==> config.mk <==
export PLATFORM = sky130hd
export DESIGN_NAME = fscc_check
export DESIGN_NICKNAME = d
export VERILOG_FILES = /design/src/hdl/fscc_pkg.sv /design/src/hdl/fscc_check.sv
export SDC_FILE = /design/constraint.sdc
export NUM_CORES = 2
export LEC_CHECK = 0
export ABC_AREA = 0
export BUFFER_PORTS_ARGS = -buffer_cell sky130_fd_sc_hd__buf_2
export CAP_MARGIN = 0
export CORE_ASPECT_RATIO = 0.7
export CORE_MARGIN = 3
export CORE_UTILIZATION = 40
export CTS_CLUSTER_DIAMETER = 150
export DETAILED_ROUTE_END_ITERATION = 7
export PLACE_DENSITY_LB_ADDON = 0.08
export SKIP_CTS_REPAIR_TIMING = 1
export SYNTH_ARGS = -nofsm -noshare
export SYNTH_HDL_FRONTEND = slang
export SYNTH_SLANG_ARGS = --single-unit
==> constraint.sdc <==
create_clock -name clk -period 11.2 [get_ports clk]
set_input_delay 2.8 -clock clk [delete_from_list [all_inputs] [get_ports clk]]
set_output_delay 2.8 -clock clk [all_outputs]
set_load 0.03 [all_outputs]
==> src/hdl/fscc_pkg.sv <==
`default_nettype none

package fscc_pkg;

	// defaults for the top-level parameters
	localparam int DEF_NUM_CONDITIONS = 8;
	localparam int DEF_MAX_IMPLICANTS = 4;
	localparam int DEF_VALUE_BITS     = 16;

	// fixed field widths
	localparam int COND_PORTS = 8;
	localparam int IN_W       = 16;
	localparam int CODE_W     = 4;
	localparam int WORD_W     = 32;
	localparam int NUM_WORDS  = 4;
	localparam int CNT_W      = 3;
	localparam int MASK_W     = 8;
	localparam int THR_W      = 16;
	localparam int SUM_W      = 32;
	localparam int PROD_W     = SUM_W + THR_W;
	localparam int FLAG_BITS  = 3;

	localparam int S_TDATA_W  = ((COND_PORTS + 1) * IN_W + 7) / 8 * 8;
	localparam int M_TDATA_W  = (FLAG_BITS + 3 * SUM_W + 7) / 8 * 8;

	// register indexes
	localparam int CFG_ADDR_W = 3;
	localparam logic [CFG_ADDR_W-1:0] REG_IMPL_0     = 3'd0;
	localparam logic [CFG_ADDR_W-1:0] REG_IMPL_1     = 3'd1;
	localparam logic [CFG_ADDR_W-1:0] REG_IMPL_2     = 3'd2;
	localparam logic [CFG_ADDR_W-1:0] REG_IMPL_3     = 3'd3;
	localparam logic [CFG_ADDR_W-1:0] REG_IMPL_COUNT = 3'd4;
	localparam logic [CFG_ADDR_W-1:0] REG_FUZZY_MASK = 3'd5;
	localparam logic [CFG_ADDR_W-1:0] REG_CONS_THR   = 3'd6;
	localparam logic [CFG_ADDR_W-1:0] REG_COV_THR    = 3'd7;

	// register reset values
	localparam logic [CNT_W-1:0] RST_IMPL_COUNT = 3'd1;
	localparam logic [THR_W-1:0] RST_CONS_THR   = 16'hFFFF;
	localparam logic [THR_W-1:0] RST_COV_THR    = 16'h0000;

	// per-condition codes
	localparam logic [CODE_W-1:0] CODE_ABSENT    = 4'd0;
	localparam logic [CODE_W-1:0] CODE_WANT_ZERO = 4'd1;

	typedef logic [COND_PORTS-1:0][IN_W-1:0] cond_vec_t;

	// load enables for the ratio check stages
	typedef struct packed {
		logic ld_s4;
		logic ld_s5;
	} check_ctl_t;

endpackage

`default_nettype wire

==> src/hdl/fscc_check.sv <==
`default_nettype none

// Cross-multiplied ratio checks: products in s4, compares in s5.
module fscc_check #(
	parameter int VALUE_BITS = fscc_pkg::DEF_VALUE_BITS
) (
	input  logic                         clk,
	input  fscc_pkg::check_ctl_t         ctl,
	input  logic [fscc_pkg::SUM_W-1:0]   tot_sol,
	input  logic [fscc_pkg::SUM_W-1:0]   tot_ov,
	input  logic [fscc_pkg::SUM_W-1:0]   tot_out,
	input  logic [fscc_pkg::THR_W-1:0]   thr_cons,
	input  logic [fscc_pkg::THR_W-1:0]   thr_cov,
	output logic                         consistency_ok_q,
	output logic                         coverage_ok_q,
	output logic                         solution_ok_q,
	output logic [fscc_pkg::SUM_W-1:0]   total_solution_q,
	output logic [fscc_pkg::SUM_W-1:0]   total_overlap_q,
	output logic [fscc_pkg::SUM_W-1:0]   total_outcome_q
);

	localparam logic [VALUE_BITS-1:0]       ONE   = '1;
	localparam logic [fscc_pkg::PROD_W-1:0] ONE_P = fscc_pkg::PROD_W'(ONE);

	logic [fscc_pkg::PROD_W-1:0] p_num_s4;
	logic [fscc_pkg::PROD_W-1:0] p_cons_s4;
	logic [fscc_pkg::PROD_W-1:0] p_cov_s4;
	logic                        sol_nz_s4;
	logic                        out_nz_s4;
	logic [fscc_pkg::SUM_W-1:0]  tot_sol_s4;
	logic [fscc_pkg::SUM_W-1:0]  tot_ov_s4;
	logic [fscc_pkg::SUM_W-1:0]  tot_out_s4;
	logic                        cons;
	logic                        cov;

	always_ff @(posedge clk) begin
		if (ctl.ld_s4) begin
			p_num_s4   <= fscc_pkg::PROD_W'(tot_ov) * ONE_P;
			p_cons_s4  <= fscc_pkg::PROD_W'(thr_cons) * fscc_pkg::PROD_W'(tot_sol);
			p_cov_s4   <= fscc_pkg::PROD_W'(thr_cov) * fscc_pkg::PROD_W'(tot_out);
			sol_nz_s4  <= (tot_sol != '0);
			out_nz_s4  <= (tot_out != '0);
			tot_sol_s4 <= tot_sol;
			tot_ov_s4  <= tot_ov;
			tot_out_s4 <= tot_out;
		end
	end

	assign cons = sol_nz_s4 && (p_num_s4 >= p_cons_s4);
	assign cov  = out_nz_s4 && (p_num_s4 >= p_cov_s4);

	always_ff @(posedge clk) begin
		if (ctl.ld_s5) begin
			consistency_ok_q <= cons;
			coverage_ok_q    <= cov;
			solution_ok_q    <= cons && cov;
			total_solution_q <= tot_sol_s4;
			total_overlap_q  <= tot_ov_s4;
			total_outcome_q  <= tot_out_s4;
		end
	end

endmodule

`default_nettype wire

==> metrics.txt <==
Nets 7,161; Syn Nets 7,079; CTS clk-pin slew, worst paths 0.06 ns; wire per inst 20.8 um; Yosys cell types 62; clock latency on the worst-skew pair 0.62 ns; final max-slew violation count 0; most frequent cell after synthesis inv_1; Initial Util 40.7%; Post-synth EDFFs 340; Fin Clk Skew 0.0168 ns; Cells after DPL 7,205; Buf/Inv on CP 4; Finished Layout Cells 7,280; hold path startpoint tot_out_s4[31]$_DFFE_PP_; first-pass GRT wire length 240,000 um; post-synth top area cell fa_1; clock sinks 340; Die Area 141,000 um2; setup ws final 1.69 ns; Hold EP total_outcome_q[31]$_DFFE_PP_; Port Buffers 229; vias post-DR 36,710; Setup TNS 0 ns; YS warnings 0; vias in the first global route 39,521; CP max stage cell or4b_2; outcome complete, no violations; Crit Path Category input port to register; worst r2r src p_num_s4[0]$_DFFE_PP_; Max Cap Violations 0; Max Clk Rate 105 MHz; crit path max fanout 32; initial drt markers 2,292; Seq/Total Area, Yosys 18.7%; Final setup viols 0; ys async rst share 0%; final worst-path cycle share 84.9%; GRT overflow 0; area of the core 134,000 um2; startpoint types input port; setup slack at placement 1.16 ns; TritonCTS Buffers 41; synthesized area per cell 10.1 um2; clk buf depth 3; top cell type's share of synthesized area 40.5%; row count 112; Total GRT Usage 22.2%; synth top area cells fa_1 (40%), edfxtp_1 (19%), ha_1 (10%); Most used DFF post-synth edfxtp_1; top cells by count, synth inv_1 (1,281), fa_1 (1,105), nand2_1 (691); final hold vios 0; width of the die 448 um; largest net degree at the start of global routing 173; Hold WC Path Type register to register; drt drc 0; Worst Reg-to-Reg Cells 11; critical path cell sequence buf_2 > nand2_1 > fa_1 > inv_1 > fa_1 > fa_1 > fa_1 > fa_1 > inv_1 > fa_1 > inv_1 > ha_1 > nand2_1 > o21ai_0 > nor2_1 > or4b_2 > o21ai_0 > a311oi_1 > o21ai_0 > xor2_1; Filler cells 13,057; CP delay by family, top adder cells; RSZ-0062 raised after global routing false; Most common cell on crit path fa_1; final wirelength 151,000 um; Area Overhead vs Synth 7.42%; max incr delay on CP 0.63 ns; Critical Path Sink Type register; CTS tree yes; Rel. slew slack 35.1%; worst path required time 11.65 ns; average vias per placed instance 5.04; chip height 315 um; Arr. time, crit path 9.95 ns; clock root cell clkbuf_16; initial antenna violation count 2; hold-critical path depth 0; RD Place Congestion 0.881; flop-to-flop setup slack 8.22 ns; worst-margin pin slew 0.974 ns; mapped cell area 54,600 um2; ANT nets after route 0; layout cells sized above 1 5.79%; IO Pins 230; Detailed Place HPWL 119,000 um; length of the first detailed-routing pass in iterations 5; reg-to-reg endpoint consistency_ok_q$_DFFE_PP_; Gate Count Post-Synth 5,399; Synth Register Bits 340; min Tclk post-route 9.51 ns; # H-tree levels 2
==> cell usage in the layout, fill, tap and decap left out, types with 78 or more instances in the layout <==
master    synthesis  routed
inv_1          1281    1281
fa_1           1105    1105
o21ai_0          85      85
and2_1          423     423
nand2_1         691     691
xnor2_1          78      78
buf_2             0     227
ha_1            444     444
nor2_1           90      90
a21oi_1         153     153
a21o_1          116     116
edfxtp_1        340     340
==> logic make-up after synthesis <==
group                      after synthesis  share of synthesized area [%]
buffers and inverters                 1479                           10.2
DFF                                    340                           18.7
adders and majority gates             1549                           50.7
AOI/OAI and AO/OA                      522                           6.25
xor gates and xnor gates               132                           2.12
and+or+nand+nor                       1377                           12.1
==> metrics by stage <==
stage | cell area [um2] | hold WS, ns | util, %
2_1_floorplan | 54600 | 0.400 | -
3_3_place_gp | 57300 | 0.400 | 42.7
3_5_place_dp | 57300 | 0.405 | 42.7
4_1_cts | 58700 | 0.410 | 43.7
5_1_grt | 58700 | 0.419 | 43.7
6_report | 58700 | 0.409 | 43.7
==> state kept, by name, summed over array words and instances (netlist names), 31 cells and up <==
| signal | count |
|---|---|
| tot_ov_s4 | 31 |
| p_num_s4 | 48 |
| p_cons_s4 | 48 |
| tot_sol_s4 | 32 |
| total_overlap_q | 32 |
| tot_out_s4 | 32 |
| total_outcome_q | 32 |
| total_solution_q | 32 |
| p_cov_s4 | 48 |
==> layer usage <==
metal  GRT usage, %  vias up  wire, um
met5              0        -         0
met4           3.36        0      1860
met3           4.05       98      9540
met2           30.5      925     60500
met1           36.4    18999     79300
li1               -    16688         -
==> final cells by class <==
type	count	area, um2	area share, %
clock buffer	49	1100	1.87
tap	1767	2210	3.77
multi-input combinational	3580	38900	66.2
clock inverter	25	249	0.424
timing repair buffer	237	1230	2.10
sequential	340	10200	17.4
antenna	1	2.50	0.00426
inverter	1281	4810	8.19
==> worst register-to-register path, stage by stage, from the launching register on <==
cell,delay [ns]
edfxtp_1,0.41
inv_1,0.20
ha_1,0.26
nand2b_1,0.14
a21o_1,0.17
a21oi_1,0.16
o221ai_1,0.15
nor3_1,0.28
o31ai_1,0.19
a221oi_1,0.33
nor2_1,0.16
or2_2,0.29
==> worst max path at each step <==
stage	from	end	slack [ns]	depth (start not counted)
after floorplan	thr_cons[7]	p_cons_s4[47]$_DFFE_PP_	2.46	23
after global placement	thr_cons[10]	p_cons_s4[36]$_DFFE_PP_	1.23	19
after detailed placement	thr_cons[1]	p_cons_s4[40]$_DFFE_PP_	1.16	20
after CTS	thr_cons[1]	p_cons_s4[40]$_DFFE_PP_	1.85	20
after global routing	thr_cons[1]	p_cons_s4[43]$_DFFE_PP_	1.50	21
final	thr_cons[10]	p_cons_s4[40]$_DFFE_PP_	1.69	20
Power is not shown: default switching activity piles up to over one toggle a cycle in this logic, so the estimate is an artifact.
