==> src/hdl/fscc_pkg.sv <==
`default_nettype none

package fscc_pkg;

	// defaults for the top-level parameters
	localparam int DEF_NUM_CONDITIONS = 8;
	localparam int DEF_MAX_IMPLICANTS = 4;
	localparam int DEF_VALUE_BITS     = 16;

	// fixed field widths
	localparam int COND_PORTS = 8;
	localparam int IN_W       = 16;
	localparam int CODE_W     = 4;
	localparam int WORD_W     = 32;
	localparam int NUM_WORDS  = 4;
	localparam int CNT_W      = 3;
	localparam int MASK_W     = 8;
	localparam int THR_W      = 16;
	localparam int SUM_W      = 32;
	localparam int PROD_W     = SUM_W + THR_W;
	localparam int FLAG_BITS  = 3;

	localparam int S_TDATA_W  = ((COND_PORTS + 1) * IN_W + 7) / 8 * 8;
	localparam int M_TDATA_W  = (FLAG_BITS + 3 * SUM_W + 7) / 8 * 8;

	// register indexes
	localparam int CFG_ADDR_W = 3;
	localparam logic [CFG_ADDR_W-1:0] REG_IMPL_0     = 3'd0;
	localparam logic [CFG_ADDR_W-1:0] REG_IMPL_1     = 3'd1;
	localparam logic [CFG_ADDR_W-1:0] REG_IMPL_2     = 3'd2;
	localparam logic [CFG_ADDR_W-1:0] REG_IMPL_3     = 3'd3;
	localparam logic [CFG_ADDR_W-1:0] REG_IMPL_COUNT = 3'd4;
	localparam logic [CFG_ADDR_W-1:0] REG_FUZZY_MASK = 3'd5;
	localparam logic [CFG_ADDR_W-1:0] REG_CONS_THR   = 3'd6;
	localparam logic [CFG_ADDR_W-1:0] REG_COV_THR    = 3'd7;

	// register reset values
	localparam logic [CNT_W-1:0] RST_IMPL_COUNT = 3'd1;
	localparam logic [THR_W-1:0] RST_CONS_THR   = 16'hFFFF;
	localparam logic [THR_W-1:0] RST_COV_THR    = 16'h0000;

	// per-condition codes
	localparam logic [CODE_W-1:0] CODE_ABSENT    = 4'd0;
	localparam logic [CODE_W-1:0] CODE_WANT_ZERO = 4'd1;

	typedef logic [COND_PORTS-1:0][IN_W-1:0] cond_vec_t;

	// load enables for the ratio check stages
	typedef struct packed {
		logic ld_s4;
		logic ld_s5;
	} check_ctl_t;

endpackage

`default_nettype wire

==> src/hdl/fscc_merge.sv <==
`default_nettype none

// Max over the used lanes, then overlap with the outcome.
module fscc_merge #(
	parameter int MAX_IMPLICANTS = fscc_pkg::DEF_MAX_IMPLICANTS,
	parameter int VALUE_BITS     = fscc_pkg::DEF_VALUE_BITS
) (
	input  logic [MAX_IMPLICANTS-1:0][VALUE_BITS-1:0] memb,
	input  logic [fscc_pkg::CNT_W-1:0]                count,
	input  logic [VALUE_BITS-1:0]                     outcome,
	output logic [VALUE_BITS-1:0]                     sol,
	output logic [VALUE_BITS-1:0]                     overlap
);

	always_comb begin
		sol = '0;
		// count above the lane count just enables every lane
		for (int i = 0; i < MAX_IMPLICANTS; i++) begin
			if (fscc_pkg::CNT_W'(i) < count && memb[i] > sol)
				sol = memb[i];
		end
		overlap = (sol < outcome) ? sol : outcome;
	end

endmodule

`default_nettype wire

==> config.mk <==
export PLATFORM = sky130hd
export DESIGN_NAME = fscc_merge
export DESIGN_NICKNAME = d
export VERILOG_FILES = /design/src/hdl/fscc_pkg.sv /design/src/hdl/fscc_merge.sv
export SDC_FILE = /design/constraint.sdc
export NUM_CORES = 1
export LEC_CHECK = 0
export BUFFER_PORTS_ARGS = -buffer_cell sky130_fd_sc_hd__buf_2
export CAP_MARGIN = 20
export CORE_ASPECT_RATIO = 0.7
export CORE_MARGIN = 5
export CORE_UTILIZATION = 51
export DETAILED_ROUTE_END_ITERATION = 8
export PLACE_DENSITY = 0.82
export SYNTH_ARGS = -nofsm -noshare
export SYNTH_HDL_FRONTEND = slang
export SYNTH_SLANG_ARGS = --single-unit
==> constraint.sdc <==
create_clock -name vclk -period 14.85
set_clock_uncertainty 0.1 [all_clocks]
set_input_delay 1.485 -clock vclk [all_inputs]
set_output_delay 1.485 -clock vclk [all_outputs]
set_load 0.01 [all_outputs]
==> results of run 1 <==
## where the power goes
group | leakage [nW] | internal (mW) | total, mW | switching (mW)
clock | 0 | 0 | 0 | 0
combinational | 2.00 | 0.120 | 0.255 | 0.135
sequential | 0 | 0 | 0 | 0
## cells in the final DEF, fill, tap and decap left out, drive strengths merged
cell | synthesis | final
nor2 | 6 | 6
nand3 | 2 | 2
o41ai | 1 | 1
o22a | 2 | 2
or3 | 1 | 1
or4 | 1 | 1
a22oi | 1 | 1
ha | 61 | 61
a21oi | 22 | 22
or2 | 2 | 2
nand2b | 1 | 1
buf | 5 | 116
o221ai | 3 | 3
and2 | 1 | 1
a41o | 1 | 1
nor3 | 5 | 5
a2bb2oi | 1 | 1
nor4 | 5 | 5
o21ai | 19 | 19
o31ai | 1 | 1
o21a | 6 | 6
a211o | 1 | 1
nor2b | 3 | 3
o2111a | 1 | 1
a21o | 19 | 19
mux2 | 17 | 17
nand2 | 39 | 39
nor4b | 2 | 2
mux2i | 31 | 31
o31a | 3 | 3
inv | 53 | 53
o311ai | 1 | 1
nand4 | 13 | 13
or4b | 1 | 1
a21boi | 1 | 1
o211ai | 2 | 2
a2111o | 1 | 1
## worst max-delay path by stage
stage	startpoint	end
after CTS	memb[0]	overlap[12]
final	memb[0]	overlap[11]
after global placement	memb[0]	overlap[10]
after detailed placement	memb[0]	overlap[12]
after floorplan	memb[1]	overlap[10]
after global routing	memb[0]	overlap[8]
## cell type report
type	instances	area, um^2
inverters	53	199
fillers	461	1640
repair buffers	116	583
multi-input cells	277	2320
well taps	69	86.3
## critical path: cells and delay by family
| family | cells | cell delay, ns |
|---|---|---|
| buf+inv | 4 | 0.68 |
| fa+ha+maj | 4 | 1.00 |
| compound gates | 21 | 5.37 |
| simple gates | 10 | 2.46 |
| mux | 3 | 1.07 |
## layer usage
layer	up-vias	track usage, %
li1	1454	-
met1	1220	34.1
met2	101	35.2
met3	4	2.17
met4	0	0.480
met5	-	0
## through the flow
stage / util [%] / total power [mW]
4_1_cts: 66.0 / 0.255
3_5_place_dp: 66.0 / 0.254
2_1_floorplan: - / 0.180
3_3_place_gp: 66.0 / 0.247
6_report: 66.0 / 0.255
5_1_grt: 66.0 / 0.284
## logic make-up after synthesis
group / Yosys count
AOI/OAI and AO/OA: 86
and+or+nand+nor: 82
buffers and inverters: 64
adders and majority gates: 61
muxes: 48
==> metrics.md, run 1 <==
| Metric | Value |
|---|---|
| Status | finished clean |
| Gate Count Post-Synth | 341 |
| Via density | 5.40 |
| Largest family of logic cells by synthesized area | adder cells |
| Top layer used by detailed routing | met4 |
| Synth Area in Compound Gates | 23.1% |
| Synthesized cell area | about 2600 um^2 |
| CLK BUF | 0 |
| Top cells by area, synth | ha_1, mux2i_1, inv_1 |
| Placed cells | around 520 |
| Total GRT Usage | between 20% and 30% |
| Initial core utilization | between 50% and 60% |
| Global-route wire length before repair | 12600 um |
| Dpl hpwl | 6960 um |
| Syn_area_per_cell | approximately 7.6 um^2 |
| Setup Buffers After CTS | 0 |
| Vias in the first global route | around 2800 |
| Tmin final | 13.68 ns |
| Final Wtd Congestion | 0.911 |
| TNS Setup | 0 ns |
| Fin cells | 515 |
| Total core area | 4830 um^2 |
| Met2 WL post-DR | ~3200 um |
| Hold EP | overlap[14] |
| Critical Path Slowest Stage Cell | o31a_1 |
| Seq cells | 0 |
| Hold Crit Start | outcome[14] |
| Die width | 95.0 um |
| Hold Slack | about 3.2 ns |
| Syn. warnings | 0 |
| Leakage power figure | about 2 nW |
| DR pass1 iterations | 4 |
| CP dominant cell by count | a21oi_1 |
| M1 WL | 3780 um |
| Slew margin rel. | 28.2% |
| Placed cell areas | 3190 um^2 |
| Fmax | about 73 MHz |
| Dominant cell type by area after synthesis | ha_1 |
| Avg WL per Cell | between 10 and 15 um |
| Nets | 592 |
| Xor and xnor fraction of the mapped netlist area | 0% |
| Reg area | 0 um^2 |
| # DRC | 0 |
| Syn-to-layout area delta | 23.9% |
| Post-synthesis mux area share | about a fifth |
| Most frequent cell after synthesis | ha_1 |
| Slew @ Worst Pin | 1.08 ns |
| Die Span Y | 69.5 um |
| Final ANT Viol Nets | 0 |
| Final Max Slew Viols | 0 |
| Peak supply drop | 0.0714 mV |
| Type of the worst min-delay path | in -> out |
| Synthesized Nets | a little under 500 |
| Cell row count | 21 |
| Yosys cell types | 45 |
| WS Path Type | in -> out |
| Final setup viols | 0 |
| CP max stage delay | 0.87 ns |
| PortBufs | approximately 120 |
| Adder-Cell Fraction of Synth Area | around 30% |
| Max Cap Viol | 0 |
| Synth cell count leaders | ha_1, inv_1, nand2_1, mux2i_1, a21oi_1 |
| Post-synthesis sequential area ratio | 0% |
| Die area | 6600 um^2 |
| Crit-path max FO | 35 |
| PD cells | 79.8 nW/um^2 |
| Total vias in the final route | around 2800 |
| Share of layout cells above drive strength 1 | between 30% and 40% |
| CP Capture Type | output pin |
| Finished Cell Area | 3190 um^2 |
| N_diodes | 0 |
| I/O pin total | 115 |
| DR iter-0 viols | 103 |
| Unrepaired setup endpoints after global routing | no |
| Final Cycle Share | 92.1% |
| Worst Hold Depth | 3 |
| Total Wirelength | 7650 um |
| Overflow after GRT | 0 |
| Final hold viol count | 0 |
| Top-area cell type share of the netlist area | 29.6% |
| Largest net degree at the start of global routing | 36 |
| Number of gates resized after cts | 0 |
| Fin worst setup slack | 1.17 ns |
| Crit path arrival time | 12.09 ns |
| Startpoint types | input pin |
| Post-Synth Simple-Gate Area | between 10% and 20% |
| Critical Path RT | 13.27 ns |
| Hold_buf cts | 0 |
| Initial antenna violation count | 0 |
| Routed length on met3 | between 600 and 700 um |
| Dpl ws | 1.35 ns |
Note: power is estimated with default switching activity, not from simulation.
==> inputs of run 2 (changes only) <==
Settings changed: CORE_ASPECT_RATIO 0.7 to 1.2.
==> run 2 against run 1 <==
Non-clock buffer count rose by 1. Cell count fell by 1.6%. Global-route usage fell by 0.38 points. Via count rose by 5.6%. Core utilization fell by 0.87 points. Routed wire length fell by 1.6%. Count of clock-buffer cells in the layout did not move. Sequential share of layout area did not move. Combinational power barely moved. First-iteration DRC count rose by 1.9%. Worst setup slack improved by 0.18 ns. Critical path type unchanged. Largest cell class unchanged.
==> metrics.md, run 2 (synthesized netlist as in run 1, its figures left out) <==
| Metric | Value |
|---|---|
| # DRC | 0 (unchanged) |
| Setup Buffers After CTS | 0 (unchanged) |
| WS Path Type | in -> out |
| Crit-path max FO | 33 (-5.7%) |
| Die width | 74.9 um (-21%) |
| PD cells | 79.3 nW/um^2 (-0.63%) |
| Final ANT Viol Nets | 0 (unchanged) |
| Tmin final | 13.50 ns (-0.178 ns) |
| Die Span Y | 87.9 um (+26%) |
| DR iter-0 viols | 105 (+1.9%) |
| Placed cell areas | 3180 um^2 (-0.35%) |
| Share of layout cells above drive strength 1 | 32.0% (+0.15 points) |
| Unrepaired setup endpoints after global routing | no |
| I/O pin total | 115 (unchanged) |
| Global-route wire length before repair | 11800 um (-6.0%) |
| M1 GR Usage | 23.4% (-11 points) |
| PortBufs | 115 (unchanged) |
| Dpl hpwl | 6890 um (-1.1%) |
| Cell row count | 28 (+33%) |
| Overflow after GRT | 0 (unchanged) |
| Via density | 5.79 (+7.3%) |
| Busiest grt layer | met2 |
| # fillers | 461 (unchanged) |
| Met3 Use GR | 1.72% (-0.45 points) |
| Worst Setup EP | overlap[10] |
| Slew margin rel. | 46.0% (+18 points) |
| Slew @ Worst Pin | 0.811 ns (-0.266 ns) |
| Vias in the first global route | 2841 (+3.2%) |
| Leakage power figure | 2.00 nW (+0.37%) |
| Final Cycle Share | 90.9% (-1.2 points) |
| Hold_buf cts | 0 (unchanged) |
| Final Max Slew Viols | 0 (unchanged) |
| Status | finished clean |
| Final hold viol count | 0 (unchanged) |
| CP Capture Type | output pin |
| Most frequent cells in the layout | buf_2, ha_1, inv_1 |
| Critical Path Slowest Stage Cell | or4b_2 |
| Initial antenna violation count | 0 (unchanged) |
| Worst Hold Depth | 3 (unchanged) |
| Avg WL per Cell | 14.8 um (about the same) |
| Total vias in the final route | 2936 (+5.6%) |
| Final setup viols | 0 (unchanged) |
| Total core area | 4900 um^2 (+1.4%) |
| Number of gates resized after cts | 0 (unchanged) |
| Die area | 6580 um^2 (-0.26%) |
| TNS Setup | 0 ns (unchanged) |
| Crit path arrival time | 11.92 ns (-0.17 ns) |
| Largest net degree at the start of global routing | 36 (unchanged) |
| Met2 Use GR | 44.8% (+9.5 points) |
| Total Wirelength | 7530 um (-1.6%) |
| Peak supply drop | 0.0275 mV (-61%) |
| Total GRT Usage | 21.9% (-0.38 points) |
| N_diodes | 0 (unchanged) |
| DR pass1 iterations | 4 (unchanged) |
| Critical path launch point | memb[0] |
| Seq cells | 0 (unchanged) |
| CP max stage delay | 0.61 ns (-0.26 ns) |
| CLK BUF | 0 (unchanged) |
| Reg area | 0 um^2 (unchanged) |
| Max Cap Viol | 0 (unchanged) |
| Initial core utilization | 52.5% (-0.76 points) |
| CP dominant cell by count | a21o_1 |
| Finished Cell Area | 3200 um^2 (+0.12%) |
| Most common library cell in the layout ignoring fill and taps | buf_2 |
| Nets | 593 (+0.17%) |
| Fmax | 74.1 MHz (+1.3%) |
| Final Wtd Congestion | 0.944 (+3.6%) |
| Type of the worst min-delay path | in -> out |
| Critical Path RT | 13.27 ns (about the same) |
| Startpoint types | input pin |
| Syn-to-layout area delta | 24.0% |
-- run 2: critical path, delay by kind of cell --
kind | cells | cell delay (ns)
AO/OA/AOI/OAI | 18 | 4.79
AND/OR/NAND/NOR | 10 | 2.48
adder cells (fa/ha/maj) | 4 | 1.16
multiplexers | 3 | 1.13
buffers and inverters | 5 | 0.84
-- run 2: worst min path at each step --
stage,from,endpoint,slack (ns)
final,outcome[8],overlap[8],3.19
after global routing,outcome[8],overlap[8],3.21
after CTS,outcome[8],overlap[8],3.20
after detailed placement,outcome[8],overlap[8],3.20
after global placement,outcome[9],overlap[9],3.19
after floorplan,outcome[10],overlap[10],3.00
-- run 2: routing by layer --
metal	share of wire, %	routed length, um	up-vias
met1	37	2820	1354
met2	54	4050	100
met5	0	0	-
met4	1.6	121	0
li1	-	-	1468
met3	7.1	531	14
-- run 2: final cells by class --
cell class | instances | area, um^2 | area share [%]
Inverter | 53 | 199 | 6.23
Multi-Input combinational cell | 277 | 2320 | 72.7
Tap cell | 60 | 75.1 | 2.35
Timing Repair Buffer | 117 | 598 | 18.7
-- run 2: power breakdown --
part,internal [mW],leakage (nW),total [mW],switching [mW]
Clock,0,0,0,0
Sequential,0,0,0,0
Combinational,0.121,2.00,0.253,0.133
Total,0.121,2.00,0.253,0.133
-- run 2: per-stage QoR --
step / setup WS (ns) / hold slack [ns] / power (mW) / std cells / util (%)
after floorplan: 2.05 / 3.00 / 0.180 / 341 / -
after global placement: 1.32 / 3.19 / 0.246 / 506 / 64.8
after detailed placement: 1.09 / 3.20 / 0.253 / 506 / 64.8
after CTS: 1.09 / 3.20 / 0.254 / 506 / 64.8
after global routing: 0.780 / 3.21 / 0.283 / 507 / 65.2
final: 1.35 / 3.19 / 0.253 / 507 / 65.2
==> inputs of run 3 (changes only) <==
Settings changed: CORE_ASPECT_RATIO 1.2 to 2.
==> run 3 against run 2 <==
First-iteration DRC count down 39%. Non-clock buffer count unchanged. Fmax down 1.3%. Routed wire length up 2.4%. Largest power group unchanged. Hold slack better by 0.0016 ns. Via count about the same. Cell area down 0.12%. Combinational power about the same.
==> metrics.md, run 3 (synthesized netlist as in run 1, its figures left out) <==
| Metric | Value |
|---|---|
| Status | finished clean |
| Hold Slack | 3.19 ns (+0.00162 ns) |
| Slew @ Worst Pin | 0.863 ns (+0.0528 ns) |
| Peak supply drop | 0.0618 mV (+120%) |
| Vias in the first global route | 3041 (+7.0%) |
| WP depth | 40 (unchanged) |
| DR iter-0 viols | 64 (-39%) |
| Total GRT Usage | 22.7% (+0.77 points) |
| Final ANT Viol Nets | 0 (unchanged) |
| Nets | 593 (unchanged) |
| Setup Buffers After CTS | 0 (unchanged) |
| Type of the worst min-delay path | in -> out |
| CP max stage delay | 0.61 ns (about the same) |
| Initial antenna violation count | 0 (unchanged) |
| Global-route wire length before repair | 12400 um (+4.7%) |
| Placed cell areas | 3180 um^2 (-0.12%) |
| Critical Path RT | 13.27 ns (about the same) |
| CP Capture Type | output pin |
| Final Wtd Congestion | 0.873 (-7.6%) |
| Placed cells | 503 (-0.59%) |
| Total core area | 4910 um^2 (+0.10%) |
| Via density | 5.82 (+0.56%) |
| Final hold viol count | 0 (unchanged) |
| Number of gates resized after cts | 0 (unchanged) |
| Tmin final | 13.68 ns (+0.183 ns) |
| WS Path Type | in -> out |
| Hold_buf cts | 0 (unchanged) |
| Reg area | 0 um^2 (unchanged) |
| Max Cap Viol | 0 (unchanged) |
| Share of layout cells above drive strength 1 | 32.0% (unchanged) |
| Crit-path max FO | 33 (unchanged) |
| CLK BUF | 0 (unchanged) |
| Bufs and invs on worst path | 6 (+1) |
| Seq cells | 0 (unchanged) |
| TNS Setup | 0 ns (unchanged) |
| Fin cells | 504 (-0.59%) |
| N_diodes | 0 (unchanged) |
| Initial core utilization | 52.5% (-0.054 points) |
| Avg WL per Cell | 15.3 um (+3.0%) |
| Cell family with most CP delay | compound AO/OA/AOI/OAI gates |
| Dpl hpwl | 7010 um (+1.7%) |
| Most frequent cells in the layout | buf_2, ha_1, inv_1 |
| # DRC | 0 (unchanged) |
| Finished Cell Area | 3190 um^2 (-0.12%) |
| Syn-to-layout area delta | 23.9% |
| Fmax | 73.1 MHz (-1.3%) |
| Slew margin rel. | 42.4% (-3.5 points) |
| PD cells | 79.9 nW/um^2 (+0.79%) |
| I/O pin total | 115 (unchanged) |
| Leakage power figure | 2.00 nW (unchanged) |
| Most common library cell in the layout ignoring fill and taps | buf_2 |
| Cell row count | 36 (+29%) |
| Die area | 6660 um^2 (+1.2%) |
| Worst Hold Depth | 3 (unchanged) |
| Die Span Y | 111 um (+26%) |
| Total Wirelength | 7710 um (+2.4%) |
| PortBufs | 115 (unchanged) |
| Crit path arrival time | 12.10 ns (+0.18 ns) |
| Critical Path Slowest Stage Cell | o221ai_4 |
| Unrepaired setup endpoints after global routing | no |
| CP dominant cell by count | a21o_1 |
| Total vias in the final route | 2935 (-0.034%) |
| Startpoint types | input pin |
| Final Cycle Share | 92.2% (+1.2 points) |
| DR pass1 iterations | 4 (unchanged) |
| Final Max Slew Viols | 0 (unchanged) |
| Final setup viols | 0 (unchanged) |
| Overflow after GRT | 0 (unchanged) |
| Die width | 60.3 um (-20%) |
| Largest net degree at the start of global routing | 36 (unchanged) |
run 3: report_power, final:
group | total, mW | internal, mW | switching, mW
logic | 0.255 | 0.121 | 0.134
clock network | 0 | 0 | 0
registers | 0 | 0 | 0
run 3: metal layers:
metal / track usage (%) / wire, um / up-vias
li1: - / - / 1463
met1: 20.3 / 2430 / 1332
met2: 46.6 / 4400 / 108
met3: 1.17 / 441 / 32
met4: 9.91 / 431 / 0
met5: 0 / 0 / -
run 3: cell type report:
class / count / area (um^2)
multi-input cells: 277 / 2320
well taps: 57 / 71.3
fillers: 469 / 1720
repair buffers: 117 / 598
inverters: 53 / 199
run 3: stage by stage:
step	power, mW	worst slack [ns]	utilization (%)
after floorplan	0.180	2.05	-
after global placement	0.247	1.13	64.7
after detailed placement	0.254	0.914	64.7
after CTS	0.255	0.913	64.7
after global routing	0.283	0.618	65.0
final	0.255	1.17	65.0
run 3: final timing paths:
kind	startpoint	to	slack (ns)
worst min-delay path	outcome[10]	overlap[10]	3.19
worst max-delay path	memb[0]	overlap[12]	1.17
